File: src/rtl/core/assert_macros.svh
// Assertion macros shared by the sampler RTL.
`ifndef ASSERT_MACROS_SVH
`define ASSERT_MACROS_SVH
// Implication checked at every clock edge outside reset.
`define ASSERT_IMPL(label, clk, rst, ante, cons, msg) \
   label: assert property (@(posedge clk) disable iff (rst) (ante) |-> (cons)) else $error(msg);
// Implication whose consequent is checked in the cycle after the antecedent.
`define ASSERT_NEXT(label, clk, rst, ante, cons, msg) \
   label: assert property (@(posedge clk) disable iff (rst) (ante) |=> (cons)) else $error(msg);
`endif

File: src/rtl/core/rgbs_ram.sv
// Generic single-port RAM with registered read.
module rgbs_ram #(
   parameter int WIDTH = 32,
   parameter int DEPTH = 64
) (
   input  logic                     clock,
   input  logic                     we,
   input  logic [$clog2(DEPTH)-1:0] addr,
   input  logic [WIDTH-1:0]         wdata,
   output logic [WIDTH-1:0]         rdata
);
   logic [WIDTH-1:0] mem [DEPTH];

   always_ff @(posedge clock) begin
      if (we) begin
         mem[addr] <= wdata;
      end
      rdata <= mem[addr];
   end
endmodule

File: config.mk
export PLATFORM = sky130hd
export DESIGN_NAME = rgbs_ram
export DESIGN_NICKNAME = d
export VERILOG_FILES = /design/src/rtl/core/assert_macros.svh /design/src/rtl/core/rgbs_ram.sv
export SDC_FILE = /design/constraint.sdc
export NUM_CORES = 2
export LEC_CHECK = 0
export ABC_CLOCK_PERIOD_IN_PS = 3980
export BUFFER_PORTS_ARGS = -buffer_cell sky130_fd_sc_hd__buf_2
export CORE_MARGIN = 5
export CORE_UTILIZATION = 45
export DETAILED_ROUTE_END_ITERATION = 7
export GPL_TIMING_DRIVEN = 0
export HOLD_SLACK_MARGIN = 0.05
export PLACE_DENSITY = 0.63
export SYNTH_ARGS = -nofsm -noshare
export SYNTH_HDL_FRONTEND = slang
export SYNTH_SLANG_ARGS = --single-unit
File: constraint.sdc
create_clock -name clock -period 3.98 [get_ports clock]
set_input_delay 0.199 -clock clock [delete_from_list [all_inputs] [get_ports clock]]
set_output_delay 0.199 -clock clock [all_outputs]
set_load 0.02 [all_outputs]
==> impl_results.html <==
<table>
<tr><th>Metric</th><th>Value</th></tr>
<tr><th colspan="2">Setup path</th></tr>
<tr><td>Slack of the worst reg-to-reg path</td><td>1.07 ns</td></tr>
<tr><td>Worst r2r path cells</td><td>5</td></tr>
<tr><td>End point of the critical path</td><td>mem[13][9]</td></tr>
<tr><td>Largest fanout of any net on the critical path</td><td>22</td></tr>
<tr><td>Critical path data required time</td><td>4.48 ns</td></tr>
<tr><td>Beginning of the critical path</td><td>addr[2]</td></tr>
<tr><td>Startpoint Class</td><td>input port</td></tr>
<tr><td>Worst Path Arrival</td><td>4.62 ns</td></tr>
<tr><td>Critical path type</td><td>input port to register</td></tr>
<tr><td>Critical register-to-register path endpoint</td><td>rdata[9]</td></tr>
<tr><td>RR Startpoint</td><td>mem[30][9]</td></tr>
<tr><td>CP Capture Type</td><td>register</td></tr>
<tr><th colspan="2">Clock tree</th></tr>
<tr><td>Total clock buffers created by CTS</td><td>206</td></tr>
<tr><td>CTS HTree Levels</td><td>4</td></tr>
<tr><td>Number of sinks driven by the clock tree</td><td>2080</td></tr>
<tr><td>Bufs on Longest Clock Path</td><td>3</td></tr>
<tr><td>Clock Latency Late Sink</td><td>0.84 ns</td></tr>
<tr><td>Clock transition at the registers of the reported paths</td><td>0.06 ns</td></tr>
<tr><td>Root buffer cell</td><td>sky130_fd_sc_hd__clkbuf_16</td></tr>
<tr><td>CTS tree</td><td>done</td></tr>
<tr><th colspan="2">Synthesis</th></tr>
<tr><td>Top FF cell, synth</td><td>sky130_fd_sc_hd__edfxtp_1</td></tr>
<tr><td>Average size of a mapped cell</td><td>18.62 µm²</td></tr>
<tr><td>Most repeated cell in the gate-level netlist after synthesis</td><td>sky130_fd_sc_hd__edfxtp_1</td></tr>
<tr><td>Most frequent cells after synthesis</td><td>2048 x sky130_fd_sc_hd__edfxtp_1, 259 x sky130_fd_sc_hd__mux2i_1, 188 x sky130_fd_sc_hd__a22oi_1</td></tr>
<tr><td>Number of synthesized flops with an enable pin</td><td>2048</td></tr>
<tr><td>Async set-or-reset flop fraction in the synthesized netlist</td><td>0%</td></tr>
<tr><td>Cells after synthesis</td><td>4239</td></tr>
<tr><td>Mapped cell area</td><td>78930 µm²</td></tr>
<tr><td>Synth top area cells</td><td>sky130_fd_sc_hd__edfxtp_1 78%, sky130_fd_sc_hd__mux2i_1 3.3%, sky130_fd_sc_hd__mux4_2 2.7%</td></tr>
<tr><td>Post-synth top area cell</td><td>sky130_fd_sc_hd__edfxtp_1</td></tr>
<tr><td>Synthesis-stage register bit count</td><td>2080</td></tr>
<tr><td>Count of distinct cell types in the synthesized netlist</td><td>56</td></tr>
<tr><td>Warnings from Yosys</td><td>0</td></tr>
<tr><td>Share of the synthesized area in the top cell type</td><td>77.92%</td></tr>
<tr><td>Number of nets in the synthesized netlist</td><td>4279</td></tr>
<tr><td>Sequential cell area fraction in the yosys report</td><td>78.73%</td></tr>
<tr><th colspan="2">Global routing</th></tr>
<tr><td>First-pass GRT wire length</td><td>331.6 mm</td></tr>
<tr><td>Total overflow reported by the global router</td><td>0</td></tr>
<tr><td>Met1 usage</td><td>34.13%</td></tr>
<tr><td>Met2 layer usage reported by global route</td><td>38.80%</td></tr>
<tr><td>Most utilized layer in the global route result</td><td>met2</td></tr>
<tr><td>Pin count of the biggest net entering global routing</td><td>65</td></tr>
<tr><td>Initial antenna violation count</td><td>10</td></tr>
<tr><td>Total routing usage reported by global routing</td><td>25.27%</td></tr>
<tr><td>Met3 track demand over resource in global routing</td><td>5.796%</td></tr>
<tr><td>Via count of the first global-routing pass</td><td>43780</td></tr>
<tr><th colspan="2">STA</th></tr>
<tr><td>Setup repair after global routing missed its margin</td><td>yes</td></tr>
<tr><td>Maximum clock frequency</td><td>0.2429 GHz</td></tr>
<tr><td>Slew at the pin with the worst max-slew slack</td><td>1.490 ns</td></tr>
<tr><td>Fin worst setup slack</td><td>-0.1376 ns</td></tr>
<tr><td>Final critical-path required period</td><td>4.118 ns</td></tr>
<tr><td>Worst rel slew slack</td><td>0.6761%</td></tr>
<tr><td>Number of max-slew violations in the final report</td><td>0</td></tr>
<tr><td>Part of the cycle the worst path needs</td><td>103.5%</td></tr>
<tr><td>Layout Skew</td><td>0.04565 ns</td></tr>
<tr><td>Number of setup violations in the final report</td><td>600</td></tr>
<tr><td>Final hold vios</td><td>0</td></tr>
<tr><th colspan="2">Power</th></tr>
<tr><td>Power density over the cells</td><td>499.9 nW/µm²</td></tr>
<tr><td>Relative contribution of the clock network to total power</td><td>41.1%</td></tr>
<tr><td>Register share of total power</td><td>53.1%</td></tr>
<tr><td>Sw Pwr</td><td>10.15 mW</td></tr>
<tr><td>Worst IR Drop VDD</td><td>0.5004 mV</td></tr>
<tr><td>Leakage power total</td><td>29.37 nW</td></tr>
<tr><td>Total internal power</td><td>35.65 mW</td></tr>
<tr><td>Portion of total power attributed to combinational logic</td><td>5.9%</td></tr>
<tr><td>Power Total</td><td>45.80 mW</td></tr>
<tr><td>Net switching share of the total power</td><td>22.17%</td></tr>
<tr><th colspan="2">Die</th></tr>
<tr><td>Die Wd</td><td>428.8 µm</td></tr>
<tr><td>Core Area</td><td>174200 µm²</td></tr>
<tr><td>Die footprint</td><td>183900 µm²</td></tr>
<tr><td>Total number of placement rows</td><td>153</td></tr>
<tr><td>Effective utilization at floorplan</td><td>45.31%</td></tr>
<tr><td>Vertical die dimension</td><td>428.8 µm</td></tr>
<tr><td>IO Pins</td><td>72</td></tr>
<tr><th colspan="2">Routing</th></tr>
<tr><td>Post-route DRC</td><td>0</td></tr>
<tr><td>Via count</td><td>45340</td></tr>
<tr><td>Detailed Routing Iterations Pass 1</td><td>7</td></tr>
<tr><td>Mean routed wirelength per cell</td><td>33.25 µm</td></tr>
<tr><td>Final wirelength</td><td>237.9 mm</td></tr>
<tr><td>Post-route antenna net violation count</td><td>0</td></tr>
<tr><td>Average via count per standard cell</td><td>6.337</td></tr>
<tr><td>Violation count after the first detailed-route iteration</td><td>7028</td></tr>
<tr><th colspan="2">Placed design</th></tr>
<tr><td>Port Buffer Count</td><td>70</td></tr>
<tr><td>DP HPWL</td><td>153.1 mm</td></tr>
<tr><td>Pre-CTS WS</td><td>-1.361 ns</td></tr>
<tr><td>Weighted congestion reported at the end of routability-driven placement</td><td>0.9070</td></tr>
<tr><th colspan="2">Final layout</th></tr>
<tr><td>Share of cells above drive strength 1</td><td>18.40%</td></tr>
<tr><td># fillers</td><td>13630</td></tr>
<tr><td>Sequential cell area</td><td>62140 µm²</td></tr>
<tr><td>Number of nets in the finished design</td><td>4700</td></tr>
<tr><td>Multi-input logic area</td><td>16030 µm²</td></tr>
<tr><td>Area added between synthesis and finish</td><td>16.08%</td></tr>
<tr><th colspan="2">Status</th></tr>
<tr><td>Outcome</td><td>complete, but fails checks</td></tr>
<tr><td>Failing checks</td><td>setup timing</td></tr>
<tr><th colspan="2">Run</th></tr>
<tr><td>Max cap viols</td><td>0</td></tr>
<tr><th colspan="2">Worst hold path</th></tr>
<tr><td>HP Class</td><td>input port to register</td></tr>
</table>
-- registers in the layout (all words and copies together) (netlist names) --
signal	flops
mem	2048
rdata	32
-- critical path: stages --
cell,delay (ns)
sky130_fd_sc_hd__buf_2,0.09
sky130_fd_sc_hd__buf_2,0.37
sky130_fd_sc_hd__buf_2,0.54
sky130_fd_sc_hd__buf_2,0.44
sky130_fd_sc_hd__buf_2,0.50
sky130_fd_sc_hd__buf_2,0.52
sky130_fd_sc_hd__buf_2,0.43
sky130_fd_sc_hd__nand3_2,0.55
sky130_fd_sc_hd__nor2_4,0.62
sky130_fd_sc_hd__buf_12,0.29
-- how the worst min path moves through the flow --
stage | startpoint | endpoint | slack (ns) | cells after the start
6_report | wdata[1] | mem[31][1] | 0.15 | 1
5_1_grt | wdata[1] | mem[31][1] | 0.16 | 1
4_1_cts | wdata[1] | mem[31][1] | 0.08 | 1
3_5_place_dp | rdata[18] | rdata[18] | 0.62 | 1
3_3_place_gp | rdata[12] | rdata[12] | 0.62 | 1
2_1_floorplan | wdata[0] | mem[0][0] | 0.30 | 0
-- cell families (layout without fill, tap and decap cells) --
logic type / count (synthesis) / after routing / share of synthesized area [%]
flops: 2080 / 2080 / 78.73
compound gates: 933 / 933 / 8.662
mux: 502 / 502 / 8.121
simple gates: 424 / 424 / 2.806
buf+inv: 300 / 886 / 1.682
other cells: 0 / 6 / 0
-- power by group through the flow --
stage / registers (mW) / clock network (mW) / logic [mW]
detailed placement: 24.8 / 0 / 2.61
global route: 24.3 / 19.9 / 2.78
floorplan: 24.8 / 0 / 1.16
finish: 24.3 / 18.8 / 2.69
global placement: 24.8 / 0 / 2.51
CTS: 24.3 / 19.0 / 2.62
-- metal layers --
layer / vias to the layer above / wire length, µm / share of wire [%]
met1: 23130 / 88390 / 37
met3: 629 / 26950 / 11
li1: 18490 / - / -
met2: 3094 / 108400 / 46
met4: 2 / 14180 / 6.0
met5: - / 13 / 0.0055
-- what timing repair did --
item | 4_1_cts | 5_1_grt
cloned | 0 | 0
setup buffers | 47 | 0
hold endpoints to repair | 0 | 607
gates resized for setup | 9 | 8
pin swaps | 28 | 0
endpoints found under the setup margin | 881 | 83
hold buffers | 0 | 18
-- per-stage QoR --
| stage | hold slack, ns | TNS, ns | area (µm²) | cells | utilization, % |
|---|---|---|---|---|---|
| after floorplan | 0.2979 | 0 | 78930 | 4239 | - |
| after global placement | 0.6174 | -5025.37 | 82190 | 6634 | 47.18 |
| after detailed placement | 0.6160 | -1600.53 | 84190 | 6709 | 48.33 |
| after CTS | 0.08265 | 0 | 91290 | 7129 | 52.41 |
| after global routing | 0.1572 | -0.1849 | 91610 | 7151 | 52.59 |
| final | 0.1478 | -40.50 | 91620 | 7156 | 52.59 |
-- layout make-up --
type,count,area share (%)
inverter,2,0.008194
sequential,2080,67.82
timing repair buffer,213,2.936
tap,2325,3.175
buffer,298,1.456
multi-input combinational,1859,17.49
clock inverter,109,0.9628
antenna,6,0.01639
clock buffer,264,6.129
-- placed cells by master (no fill, tap or decap), drive strengths merged, types with 8 or more instances in the layout --
master	n
dfxtp	32
nand2b	18
and3	85
a22oi	188
nand2	28
nor2b	8
o22ai	93
mux2i	259
a2111oi	15
mux2	147
o21ai	85
a22o	66
edfxtp	2048
clkinv	89
dlygate4sd3	18
nand3	54
or4	15
o22a	70
nor3	22
buf	318
a31oi	43
mux4	96
a211oi	17
clkbuf	435
o2bb2ai	15
a222oi	16
a221o	15
a221oi	175
bufinv	11
a21oi	121
nor4	14
or4b	14
nor2	145
No activity file was read; power rests on OpenSTA's default activity.
